<file path="src/hw/rtl/adc_regular_sequence_scanner_defines.svh">
// Assertion macros shared by the ADC sequence scanner RTL.
// Expects aclk and aresetn in the scope of each use.
`ifndef ADC_REGULAR_SEQUENCE_SCANNER_DEFINES_SVH
`define ADC_REGULAR_SEQUENCE_SCANNER_DEFINES_SVH

// Same-cycle implication, disabled during reset.
`define ARSS_ASSERT_IMPLY(label, ante, cons, msg) \
    label: assert property (@(posedge aclk) disable iff (!aresetn) (ante) |-> (cons)) \
        else $error(msg);

// Next-cycle implication, disabled during reset.
`define ARSS_ASSERT_NEXT(label, ante, cons, msg) \
    label: assert property (@(posedge aclk) disable iff (!aresetn) (ante) |=> (cons)) \
        else $error(msg);

`endif

</file>
<file path="src/hw/rtl/arss_pkg.sv">
// Package for the ADC regular sequence scanner: item layout, register map,
// decoded command type and shared constants. No dependencies.
package arss_pkg;

    localparam int NUM_CHANNELS_DEF = 16;
    localparam int QUEUE_DEPTH      = 2;
    localparam int QUEUE_PTR_W      = (QUEUE_DEPTH > 1) ? $clog2(QUEUE_DEPTH) : 1;
    localparam int QUEUE_CNT_W      = $clog2(QUEUE_DEPTH + 1);

    localparam int S_TDATA_W = 64;
    localparam int S_TUSER_W = 2;
    localparam int M_TDATA_W = 56;
    localparam int M_TUSER_W = 1;

    localparam logic [8:0]  MAX_OFFSET   = 9'h04C;
    localparam logic [4:0]  SLOT_MASK    = 5'h1f;
    localparam int          START_BIT    = 30;
    localparam int          CONT_BIT     = 1;
    localparam int          LEN_SHIFT    = 20;
    localparam logic [31:0] HTR_RESET    = 32'h0000_0fff;
    localparam int          VBAT_CHANNEL = 8;
    localparam logic [15:0] VBAT_LEVEL   = 16'(24 * 4096 / 39);

    localparam logic [4:0] REG_SR    = 5'd0;
    localparam logic [4:0] REG_CR1   = 5'd1;
    localparam logic [4:0] REG_CR2   = 5'd2;
    localparam logic [4:0] REG_SMPR1 = 5'd3;
    localparam logic [4:0] REG_SMPR2 = 5'd4;
    localparam logic [4:0] REG_JOFR1 = 5'd5;
    localparam logic [4:0] REG_JOFR2 = 5'd6;
    localparam logic [4:0] REG_JOFR3 = 5'd7;
    localparam logic [4:0] REG_JOFR4 = 5'd8;
    localparam logic [4:0] REG_HTR   = 5'd9;
    localparam logic [4:0] REG_LTR   = 5'd10;
    localparam logic [4:0] REG_SQR1  = 5'd11;
    localparam logic [4:0] REG_SQR2  = 5'd12;
    localparam logic [4:0] REG_SQR3  = 5'd13;
    localparam logic [4:0] REG_JSQR  = 5'd14;
    localparam logic [4:0] REG_JDR1  = 5'd15;
    localparam logic [4:0] REG_JDR2  = 5'd16;
    localparam logic [4:0] REG_JDR3  = 5'd17;
    localparam logic [4:0] REG_JDR4  = 5'd18;
    localparam logic [4:0] REG_DR    = 5'd19;

    typedef enum logic [1:0] {
        REQ_WRITE  = 2'd0,
        REQ_READ   = 2'd1,
        REQ_SAMPLE = 2'd2,
        REQ_TICK   = 2'd3
    } req_kind_t;

    typedef struct packed {
        req_kind_t   kind;
        logic [4:0]  reg_idx;
        logic        acc_err;
        logic [31:0] wdata;
        logic [3:0]  chan;
        logic [15:0] sample;
    } cmd_t;

    typedef struct packed {
        logic full;
        logic empty;
    } queue_status_t;

endpackage

</file>
<file path="src/hw/rtl/arss_front.sv">
// Front end of the ADC sequence scanner: accepts input items, decodes the
// register offset and access errors, pushes commands. Depends on arss_pkg.
module arss_front (
    input  logic                            s_tvalid,
    output logic                            s_tready,
    input  logic [arss_pkg::S_TDATA_W-1:0]  s_tdata,
    input  logic [arss_pkg::S_TUSER_W-1:0]  s_tuser,
    input  arss_pkg::queue_status_t         q_status,
    output logic                            push,
    output arss_pkg::cmd_t                  cmd
);

    logic [8:0] offset;
    logic       aligned;
    logic [4:0] idx;
    logic       wr_forbidden;

    assign offset  = s_tdata[8:0];
    assign aligned = (offset[1:0] == 2'b00) && (offset <= arss_pkg::MAX_OFFSET);
    assign idx     = offset[6:2];

    // status, injected data and data register are read-only
    assign wr_forbidden = (idx == arss_pkg::REG_SR) || (idx >= arss_pkg::REG_JDR1);

    always_comb begin
        cmd.kind    = arss_pkg::req_kind_t'(s_tuser);
        cmd.reg_idx = idx;
        cmd.wdata   = s_tdata[40:9];
        cmd.chan    = s_tdata[44:41];
        cmd.sample  = s_tdata[60:45];
        unique case (cmd.kind)
            arss_pkg::REQ_WRITE: cmd.acc_err = !aligned || wr_forbidden;
            arss_pkg::REQ_READ:  cmd.acc_err = !aligned;
            default:             cmd.acc_err = 1'b0;
        endcase
    end

    assign s_tready = !q_status.full;
    assign push     = s_tvalid && s_tready;

endmodule

</file>
<file path="src/hw/rtl/arss_queue.sv">
// Command queue between front and back end of the ADC sequence scanner.
// Depends on arss_pkg and the assertion macro header.
`include "adc_regular_sequence_scanner_defines.svh"

module arss_queue (
    input  logic                    aclk,
    input  logic                    aresetn,
    input  logic                    push,
    input  arss_pkg::cmd_t          cmd_in,
    input  logic                    pop,
    output arss_pkg::cmd_t          cmd_out,
    output arss_pkg::queue_status_t q_status
);

    localparam int DEPTH = arss_pkg::QUEUE_DEPTH;
    localparam int PTR_W = arss_pkg::QUEUE_PTR_W;
    localparam int CNT_W = arss_pkg::QUEUE_CNT_W;

    arss_pkg::cmd_t   entry_reg [DEPTH];
    logic [PTR_W-1:0] wr_ptr_reg, wr_ptr_next;
    logic [PTR_W-1:0] rd_ptr_reg, rd_ptr_next;
    logic [CNT_W-1:0] count_reg, count_next;

    function automatic logic [PTR_W-1:0] ptr_inc(input logic [PTR_W-1:0] p);
        ptr_inc = (p == PTR_W'(DEPTH - 1)) ? '0 : p + 1'b1;
    endfunction

    always_comb begin
        wr_ptr_next = push ? ptr_inc(wr_ptr_reg) : wr_ptr_reg;
        rd_ptr_next = pop ? ptr_inc(rd_ptr_reg) : rd_ptr_reg;
        count_next  = count_reg;
        if (push && !pop) begin
            count_next = count_reg + 1'b1;
        end else if (pop && !push) begin
            count_next = count_reg - 1'b1;
        end
    end

    always_ff @(posedge aclk) begin
        if (!aresetn) begin
            wr_ptr_reg <= '0;
            rd_ptr_reg <= '0;
            count_reg  <= '0;
        end else begin
            wr_ptr_reg <= wr_ptr_next;
            rd_ptr_reg <= rd_ptr_next;
            count_reg  <= count_next;
        end
    end

    always_ff @(posedge aclk) begin
        if (push) begin
            entry_reg[wr_ptr_reg] <= cmd_in;
        end
    end

    assign cmd_out        = entry_reg[rd_ptr_reg];
    assign q_status.full  = (count_reg == CNT_W'(DEPTH));
    assign q_status.empty = (count_reg == '0);

    `ARSS_ASSERT_IMPLY(a_count_bound, 1'b1, count_reg <= CNT_W'(DEPTH), "queue overfilled")
    `ARSS_ASSERT_IMPLY(a_no_push_full, q_status.full, !push, "push into full queue")
    `ARSS_ASSERT_NEXT(a_pop_drains, pop && !push, count_reg == $past(count_reg) - 1'b1, "pop lost")

endmodule

</file>
<file path="src/hw/rtl/arss_back.sv">
// Back end of the ADC sequence scanner: register file, channel samples,
// sequence scan and output register. Depends on arss_pkg and the macro header.
`include "adc_regular_sequence_scanner_defines.svh"

module arss_back #(
    parameter int NUM_CHANNELS = arss_pkg::NUM_CHANNELS_DEF
) (
    input  logic                            aclk,
    input  logic                            aresetn,
    input  arss_pkg::cmd_t                  cmd,
    input  arss_pkg::queue_status_t         q_status,
    output logic                            pop,
    output logic                            m_tvalid,
    input  logic                            m_tready,
    output logic [arss_pkg::M_TDATA_W-1:0]  m_tdata,
    output logic [arss_pkg::M_TUSER_W-1:0]  m_tuser,
    output logic                            m_tlast
);

    localparam int CH_W = $clog2(NUM_CHANNELS);
    localparam int LEN_SHIFT_HI = arss_pkg::LEN_SHIFT + 3;

    typedef enum logic {
        ST_IDLE,
        ST_SCAN
    } state_t;

    state_t      state_reg, state_next;
    logic [3:0]  slot_reg, slot_next;
    logic [31:0] ctrl_one_reg, ctrl_one_next;
    logic [31:0] ctrl_two_reg, ctrl_two_next;
    logic [31:0] smpr_one_reg, smpr_one_next;
    logic [31:0] smpr_two_reg, smpr_two_next;
    logic [31:0] jofr_reg [4];
    logic [31:0] jofr_next [4];
    logic [31:0] htr_reg, htr_next;
    logic [31:0] ltr_reg, ltr_next;
    logic [31:0] sqr_reg [3];
    logic [31:0] sqr_next [3];
    logic [31:0] jsqr_reg, jsqr_next;
    logic [31:0] data_reg, data_next;
    logic [15:0] samples_reg [NUM_CHANNELS];
    logic [15:0] samples_next [NUM_CHANNELS];

    logic                           m_tvalid_reg, m_tvalid_next;
    logic [arss_pkg::M_TDATA_W-1:0] m_tdata_reg, m_tdata_next;
    logic [arss_pkg::M_TUSER_W-1:0] m_tuser_reg, m_tuser_next;
    logic                           m_tlast_reg, m_tlast_next;

    logic        out_free;
    logic [3:0]  seq_len;
    logic [79:0] slot_vec;
    logic [4:0]  slot_id;
    logic [15:0] slot_sample;
    logic [31:0] rd_value;
    logic [1:0]  jofr_sel;
    logic [1:0]  sqr_sel;

    assign out_free = !m_tvalid_reg || m_tready;
    assign seq_len  = sqr_reg[0][LEN_SHIFT_HI:arss_pkg::LEN_SHIFT];

    // slots in scan order: six from SQR3, six from SQR2, four from SQR1
    assign slot_vec    = {sqr_reg[0][19:0], sqr_reg[1][29:0], sqr_reg[2][29:0]};
    assign slot_id     = slot_vec[({3'b000, slot_reg} * 7'd5) +: 5] & arss_pkg::SLOT_MASK;
    assign slot_sample = (32'(slot_id) < NUM_CHANNELS) ? samples_reg[slot_id[CH_W-1:0]]
                                                        : 16'h0000;

    assign jofr_sel = 2'(cmd.reg_idx - arss_pkg::REG_JOFR1);
    assign sqr_sel  = 2'(cmd.reg_idx - arss_pkg::REG_SQR1);

    always_comb begin
        unique case (cmd.reg_idx)
            arss_pkg::REG_CR1:   rd_value = ctrl_one_reg;
            arss_pkg::REG_CR2:   rd_value = ctrl_two_reg;
            arss_pkg::REG_SMPR1: rd_value = smpr_one_reg;
            arss_pkg::REG_SMPR2: rd_value = smpr_two_reg;
            arss_pkg::REG_JOFR1, arss_pkg::REG_JOFR2,
            arss_pkg::REG_JOFR3, arss_pkg::REG_JOFR4: rd_value = jofr_reg[jofr_sel];
            arss_pkg::REG_HTR:   rd_value = htr_reg;
            arss_pkg::REG_LTR:   rd_value = ltr_reg;
            arss_pkg::REG_SQR1, arss_pkg::REG_SQR2,
            arss_pkg::REG_SQR3:  rd_value = sqr_reg[sqr_sel];
            arss_pkg::REG_JSQR:  rd_value = jsqr_reg;
            arss_pkg::REG_DR:    rd_value = data_reg;
            // status and injected data never change from zero
            default:             rd_value = 32'h0000_0000;
        endcase
        if (cmd.acc_err) begin
            rd_value = 32'h0000_0000;
        end
    end

    always_comb begin
        state_next    = state_reg;
        slot_next     = slot_reg;
        ctrl_one_next = ctrl_one_reg;
        ctrl_two_next = ctrl_two_reg;
        smpr_one_next = smpr_one_reg;
        smpr_two_next = smpr_two_reg;
        jofr_next     = jofr_reg;
        htr_next      = htr_reg;
        ltr_next      = ltr_reg;
        sqr_next      = sqr_reg;
        jsqr_next     = jsqr_reg;
        data_next     = data_reg;
        samples_next  = samples_reg;
        m_tvalid_next = m_tvalid_reg && !m_tready;
        m_tdata_next  = m_tdata_reg;
        m_tuser_next  = m_tuser_reg;
        m_tlast_next  = m_tlast_reg;
        pop           = 1'b0;

        unique case (state_reg)
            ST_IDLE: begin
                if (!q_status.empty && out_free) begin
                    pop = 1'b1;
                    unique case (cmd.kind)
                        arss_pkg::REQ_WRITE: begin
                            if (!cmd.acc_err) begin
                                unique case (cmd.reg_idx)
                                    arss_pkg::REG_CR1:   ctrl_one_next = cmd.wdata;
                                    arss_pkg::REG_CR2:   ctrl_two_next = cmd.wdata;
                                    arss_pkg::REG_SMPR1: smpr_one_next = cmd.wdata;
                                    arss_pkg::REG_SMPR2: smpr_two_next = cmd.wdata;
                                    arss_pkg::REG_JOFR1, arss_pkg::REG_JOFR2,
                                    arss_pkg::REG_JOFR3, arss_pkg::REG_JOFR4:
                                        jofr_next[jofr_sel] = cmd.wdata;
                                    arss_pkg::REG_HTR:   htr_next = cmd.wdata;
                                    arss_pkg::REG_LTR:   ltr_next = cmd.wdata;
                                    arss_pkg::REG_SQR1, arss_pkg::REG_SQR2,
                                    arss_pkg::REG_SQR3:  sqr_next[sqr_sel] = cmd.wdata;
                                    arss_pkg::REG_JSQR:  jsqr_next = cmd.wdata;
                                    default: ;
                                endcase
                            end
                            m_tvalid_next = 1'b1;
                            m_tdata_next  = {2'b00, 16'h0000, 5'h00, cmd.acc_err, 32'h0};
                            m_tuser_next  = 1'b0;
                            m_tlast_next  = 1'b1;
                        end
                        arss_pkg::REQ_READ: begin
                            m_tvalid_next = 1'b1;
                            m_tdata_next  = {2'b00, 16'h0000, 5'h00, cmd.acc_err, rd_value};
                            m_tuser_next  = 1'b0;
                            m_tlast_next  = 1'b1;
                        end
                        arss_pkg::REQ_SAMPLE: begin
                            if (32'(cmd.chan) < NUM_CHANNELS) begin
                                samples_next[CH_W'(cmd.chan)] = cmd.sample;
                            end
                        end
                        arss_pkg::REQ_TICK: begin
                            if (ctrl_two_reg[arss_pkg::START_BIT]) begin
                                state_next = ST_SCAN;
                                slot_next  = 4'h0;
                            end
                        end
                    endcase
                end
            end
            ST_SCAN: begin
                if (out_free) begin
                    data_next     = {{16{slot_sample[15]}}, slot_sample};
                    m_tvalid_next = 1'b1;
                    m_tdata_next  = {2'b00, slot_sample, slot_id, 1'b0, 32'h0};
                    m_tuser_next  = 1'b1;
                    m_tlast_next  = (slot_reg == seq_len);
                    slot_next     = slot_reg + 1'b1;
                    if (slot_reg == seq_len) begin
                        state_next = ST_IDLE;
                        if (!ctrl_two_reg[arss_pkg::CONT_BIT]) begin
                            ctrl_two_next[arss_pkg::START_BIT] = 1'b0;
                        end
                    end
                end
            end
        endcase
    end

    always_ff @(posedge aclk) begin
        if (!aresetn) begin
            state_reg    <= ST_IDLE;
            slot_reg     <= '0;
            ctrl_one_reg <= '0;
            ctrl_two_reg <= '0;
            smpr_one_reg <= '0;
            smpr_two_reg <= '0;
            for (int i = 0; i < 4; i++) begin
                jofr_reg[i] <= '0;
            end
            htr_reg <= arss_pkg::HTR_RESET;
            ltr_reg <= '0;
            for (int i = 0; i < 3; i++) begin
                sqr_reg[i] <= '0;
            end
            jsqr_reg <= '0;
            data_reg <= '0;
            for (int i = 0; i < NUM_CHANNELS; i++) begin
                samples_reg[i] <= (i == arss_pkg::VBAT_CHANNEL) ? arss_pkg::VBAT_LEVEL
                                                                : 16'h0000;
            end
            m_tvalid_reg <= 1'b0;
            m_tdata_reg  <= '0;
            m_tuser_reg  <= '0;
            m_tlast_reg  <= 1'b0;
        end else begin
            state_reg    <= state_next;
            slot_reg     <= slot_next;
            ctrl_one_reg <= ctrl_one_next;
            ctrl_two_reg <= ctrl_two_next;
            smpr_one_reg <= smpr_one_next;
            smpr_two_reg <= smpr_two_next;
            jofr_reg     <= jofr_next;
            htr_reg      <= htr_next;
            ltr_reg      <= ltr_next;
            sqr_reg      <= sqr_next;
            jsqr_reg     <= jsqr_next;
            data_reg     <= data_next;
            samples_reg  <= samples_next;
            m_tvalid_reg <= m_tvalid_next;
            m_tdata_reg  <= m_tdata_next;
            m_tuser_reg  <= m_tuser_next;
            m_tlast_reg  <= m_tlast_next;
        end
    end

    assign m_tvalid = m_tvalid_reg;
    assign m_tdata  = m_tdata_reg;
    assign m_tuser  = m_tuser_reg;
    assign m_tlast  = m_tlast_reg;

    `ARSS_ASSERT_IMPLY(a_no_pop_in_scan, state_reg == ST_SCAN, !pop, "queue popped mid-scan")
    `ARSS_ASSERT_IMPLY(a_conv_clean, m_tvalid_reg && m_tuser_reg[0], m_tdata_reg[32:0] == '0, "conversion carries bus fields")
    `ARSS_ASSERT_NEXT(a_scan_ends, state_reg == ST_SCAN && out_free && slot_reg == seq_len, state_reg == ST_IDLE && m_tlast_reg, "scan overran")
    `ARSS_ASSERT_NEXT(a_tick_starts, pop && cmd.kind == arss_pkg::REQ_TICK && ctrl_two_reg[arss_pkg::START_BIT], state_reg == ST_SCAN && slot_reg == 4'h0, "tick did not start scan")

endmodule

</file>
<file path="src/hw/rtl/adc_regular_sequence_scanner.sv">
// Channel    | Dir | tdata (low bit up)                                  | tuser    | tlast
// s_ request | in  | reg_offset, write_data, channel, sample_value, pad  | req_type | -
// m_ result  | out | read_data, access_error, conv_channel, conv_data,pad| conv_valid | last
// Bus writes and reads each give a result that is registered into the output register
// when the back end pops the item from the queue; sample updates give none. A tick with the
// start bit set starts a scan that takes the sequence one slot at a time, up to 16 slots,
// and emits one result per slot whenever the output register is free to take it.
// Reset (aresetn low, synchronous) empties the queue and the output register and
// loads the register and sample reset values. A stalled result holds in the output
// register while the queue keeps taking items until it fills.
module adc_regular_sequence_scanner #(
    parameter int NUM_CHANNELS = arss_pkg::NUM_CHANNELS_DEF
) (
    input  logic                            aclk,
    input  logic                            aresetn,
    input  logic                            s_tvalid,
    output logic                            s_tready,
    input  logic [arss_pkg::S_TDATA_W-1:0]  s_tdata,   // [8:0] reg_offset, [40:9] write_data,
                                                       // [44:41] channel, [60:45] sample_value
    input  logic [arss_pkg::S_TUSER_W-1:0]  s_tuser,   // [1:0] req_type
    output logic                            m_tvalid,
    input  logic                            m_tready,
    output logic [arss_pkg::M_TDATA_W-1:0]  m_tdata,   // [31:0] read_data, [32] access_error,
                                                       // [37:33] conv_channel, [53:38] conv_data
    output logic [arss_pkg::M_TUSER_W-1:0]  m_tuser,   // [0] conv_valid
    output logic                            m_tlast
);

    arss_pkg::queue_status_t q_status;
    arss_pkg::cmd_t          push_cmd;
    arss_pkg::cmd_t          head_cmd;
    logic                    push;
    logic                    pop;

    arss_front u_front (
        .s_tvalid (s_tvalid),
        .s_tready (s_tready),
        .s_tdata  (s_tdata),
        .s_tuser  (s_tuser),
        .q_status (q_status),
        .push     (push),
        .cmd      (push_cmd)
    );

    arss_queue u_queue (
        .aclk     (aclk),
        .aresetn  (aresetn),
        .push     (push),
        .cmd_in   (push_cmd),
        .pop      (pop),
        .cmd_out  (head_cmd),
        .q_status (q_status)
    );

    arss_back #(
        .NUM_CHANNELS (NUM_CHANNELS)
    ) u_back (
        .aclk     (aclk),
        .aresetn  (aresetn),
        .cmd      (head_cmd),
        .q_status (q_status),
        .pop      (pop),
        .m_tvalid (m_tvalid),
        .m_tready (m_tready),
        .m_tdata  (m_tdata),
        .m_tuser  (m_tuser),
        .m_tlast  (m_tlast)
    );

endmodule
</file>
<file path="config.mk">
export PLATFORM = sky130hd
export DESIGN_NAME = adc_regular_sequence_scanner
export DESIGN_NICKNAME = d
export VERILOG_FILES = /design/src/hw/rtl/arss_pkg.sv /design/src/hw/rtl/arss_front.sv /design/src/hw/rtl/arss_queue.sv /design/src/hw/rtl/arss_back.sv /design/src/hw/rtl/adc_regular_sequence_scanner.sv
export VERILOG_INCLUDE_DIRS = /design/src /design/src/hw/rtl
export SDC_FILE = /design/constraint.sdc
export NUM_CORES = 2
export LEC_CHECK = 0
export BUFFER_PORTS_ARGS = -buffer_cell sky130_fd_sc_hd__buf_4
export CAP_MARGIN = 20
export CORE_AREA = 4 4 277 415
export CTS_CLUSTER_DIAMETER = 200
export DETAILED_ROUTE_END_ITERATION = 10
export DIE_AREA = 0 0 281 419
export GPL_TIMING_DRIVEN = 0
export PLACE_DENSITY_LB_ADDON = 0.05
export SYNTH_ARGS = -nofsm -noshare
export SYNTH_HDL_FRONTEND = slang
export SYNTH_SLANG_ARGS = --single-unit
</file>
<file path="constraint.sdc">
create_clock -name aclk -period 5.5 [get_ports aclk]
set_clock_uncertainty 0.2 [all_clocks]
set_input_delay 0.275 -clock aclk [delete_from_list [all_inputs] [get_ports aclk]]
set_output_delay 0.275 -clock aclk [all_outputs]
set_load 0.05 [all_outputs]
</file>
==> impl_metrics.py <==
metrics = {
    "cells_and_area": {
        "final_common_cell": "nand2_1",
        "layout_common_cells": "nand2_1, dfxtp_1, o211a_1",
        "area_growth_pct": 17.8,
        "drive_gt1_share_pct": 11.2,
        "fin_area_um2": 45700,
        "fin_nets": 4202,
        "largest_reg_flops": 256,
        "final_util_pct": 41.1,
        "n_fill_cell": 11100,
        "antennaDiodeCount": 0,
    },
    "clocking": {
        "cts_sinks": 907,
        "clkLatencyLatePin_ps": 710,
        "cts_buffer_depth": 3,
        "path_clk_slew_ps": 70,
        "cts_inserted_buffers": 95,
        "clockRootBuffer": "clkbuf_16",
        "htreeDepth": 3,
        "cts_tree": "built",
    },
    "sta": {
        "rsz0062_at_grt": "false",
        "worst_pin_slew_ps": 1210,
        "relSlewSlack_pct": 16.7,
        "clock.fmax_ghz": 0.186,
        "slew_violations": 0,
        "fin_crit_sh_pct": 97.5,
        "tns_ps": 0,
        "fin_crit_ps": 5360,
        "setup_viol": 0,
        "hold_viol_final": 0,
    },
    "routing": {
        "wl_met2_um": 89500,
        "viasPerCell": 5.88,
        "met1_length_um": 63600,
        "drt-wirelength-per-cell_um": 31.4,
        "drc": 0,
        "wl_met3_um": 7780,
        "drt.antenna.violating_nets": 0,
        "drt-pass1-iter-count": 8,
        "first_iter_violations": 2991,
        "finalWirelength_um": 177000,
        "vias": 33200,
        "maxUsedRoutingLayer": "met4",
    },
    "logic_synthesis": {
        "synth_cell_types": 82,
        "yosys.area.top_type": "dfxtp_1",
        "synthArstFlopShare_pct": 0,
        "synth_edf_count": 120,
        "synth_warnings": 0,
        "ys_seq_area_share_pct": 49.8,
        "yosys-top-cells-area": "dfxtp_1, o211a_1, edfxtp_1",
        "synth_seq_cells": 907,
        "synth_area_per_cell_um2": 10.2,
        "synthCells": 3822,
        "synth_top_area_share_pct": 40.6,
        "synth_ff_type": "dfxtp_1",
        "synth_area_um2": 38800,
    },
    "global_route": {
        "grt_pass1_wl_um": 247000,
        "grt_overflow_total": 0,
        "grtUsageTotal_pct": 29.4,
        "antenna_found_initial": 4,
        "grt_pass1_vias": 32600,
        "grt_max_degree": 43,
    },
    "critical_path": {
        "critical_path.most_common_cell": "clkbuf_2",
        "ff2ff_path_depth": 15,
        "worstPathArrival_ps": 5690,
        "slowest_stage": "clkbuf_2",
        "cp_cell_sequence": "buf_2, buf_2, clkbuf_2, clkbuf_2, buf_4, mux2i_4, ha_1, and3_1, clkbuf_1, clkbuf_4, clkbuf_2, nand2_1, clkbuf_1, nand2_1, o211ai_1",
        "r2r_end": "u_back.htr_reg[9]$_SDFFE_PN1P_",
        "critical-path-top-delay-family": "buffers and inverters",
        "cp_max_fo": 10,
        "regToRegSetupSlack_ps": 140,
        "critPathCaptureType": "flop",
        "criticalPathCategory": "flop to flop",
        "start_kind": "flop",
        "crit_buf_inv": 9,
        "critical_path.max_stage_delay_ps": 460,
        "required_ps": 5830,
    },
    "place": {
        "port_buffers": 124,
        "post_dp_cell_area_um2": 41800,
        "place_congestion": 0.943,
        "hpwl_um": 135000,
    },
    "hold_path": {
        "min_path_type": "primary input to flop",
        "worstHoldStart": "aresetn",
        "min_to": "u_back.data_reg[4]$_SDFFE_PN0P_",
        "min_path_cells": 4,
    },
    "run_status": {
        "status": "complete, no violations",
    },
    "power_and_ir_drop": {
        "ir_worst_vdd_mv": 0.269,
        "p_per_area_nw_per_um2": 368,
        "p_leak_nw": 24.3,
        "total_power_mw": 16.8,
    },
    "die": {
        "start_util_pct": 34.9,
        "die_w_um": 281,
        "fp.dieArea_um2": 118000,
        "core_area_um2": 111000,
        "fp.dieH_um": 419,
        "rows": 150,
        "pin_count": 130,
    },
    "job": {
        "drv_cap": 0,
    },
}
## metal layers
metal  track usage (%)  up-vias
met2              52.5     1316
li1                  -    14700
met5                 0        -
met1              31.7    16700
met3              2.88      458
met4              23.0        0
## tightest hold or removal path, delay by kind of cell
kind / cells / cell delay, ps
buffers and inverters: 2 / 330
AO/OA/AOI/OAI: 1 / 210
AND/OR/NAND/NOR: 1 / 130
## cells by family after synthesis
group	count (synthesis)	synth area share (%)
simple gates	1134	12.3
flops	907	49.8
mux	192	6.90
other cells	1	0.00966
xor+xnor	9	0.203
fa+ha+maj	6	0.193
buf+inv	409	4.30
compound gates	1164	26.2
## final cells by class
class | instances | area (um2) | share of cell area, %
Clock buffer | 145 | 2790 | 6.09
Tap cell | 1444 | 1810 | 3.95
Clock inverter | 32 | 302 | 0.659
Multi-Input combinational cell | 2507 | 18000 | 39.3
Inverter | 17 | 63.8 | 0.139
Sequential cell | 907 | 19400 | 42.3
Buffer | 389 | 1650 | 3.60
Timing Repair Buffer | 209 | 1800 | 3.94
## timing repair
item / 4_1_cts / 5_1_grt
hold buffers: 63 / 0
endpoints found under the setup margin: 428 / 197
buffers inserted: 1 / 0
endpoints found under the hold margin: 160 / 0
gates resized for setup: 45 / 28
pin swaps: 0 / 0
gates cloned: 0 / 0
## worst max-delay path by stage
stage | from | cells after the start | to
floorplan | u_queue.count_reg[0]$_SDFFE_PN0P_ | 3 | u_queue.entry_reg[0][0]$_DFFE_PP_
global route | flop | 15 | u_back.htr_reg[8]$_SDFFE_PN1P_
finish | flop | 15 | u_back.htr_reg[9]$_SDFFE_PN1P_
detailed placement | flop | 16 | u_back.m_tdata[15]$_SDFFE_PN0P_
CTS | flop | 17 | u_back.m_tdata[12]$_SDFFE_PN0P_
global placement | flop | 16 | u_back.m_tdata[15]$_SDFFE_PN0P_
## synthesized netlist by cell type, types with 15 or more instances
| master | number |
|---|---|
| edfxtp_1 | 120 |
| nand4_1 | 21 |
| and3_1 | 24 |
| nand2_1 | 880 |
| a221o_1 | 24 |
| a211o_1 | 15 |
| a21o_1 | 32 |
| a21oi_1 | 128 |
| dfxtp_1 | 787 |
| buf_2 | 27 |
| o211a_1 | 687 |
| nand3_1 | 28 |
| mux4_2 | 56 |
| a21boi_0 | 20 |
| nor2_1 | 63 |
| nor2b_1 | 26 |
| clkbuf_1 | 336 |
| o211ai_1 | 20 |
| a221oi_1 | 26 |
| inv_1 | 16 |
| nor3_1 | 31 |
| mux2i_1 | 122 |
| a22oi_1 | 74 |
| o21ai_0 | 64 |
| a2bb2oi_1 | 19 |
## stage by stage
stage | setup slack (ps) | hold slack, ps | std cells
floorplan | 1260 | 174 | 3823
global placement | -1550 | 236 | 5391
detailed placement | -1590 | 244 | 5412
CTS | 21.4 | 53.8 | 5652
global route | 4.59 | 93.7 | 5650
finish | 137 | 85.3 | 5650
## power by group
group | internal, mW | switching (mW)
Combinational | 0.732 | 2.44
Sequential | 6.96 | 0.118
Clock | 3.65 | 2.92
(Power assumes the default switching activity.)
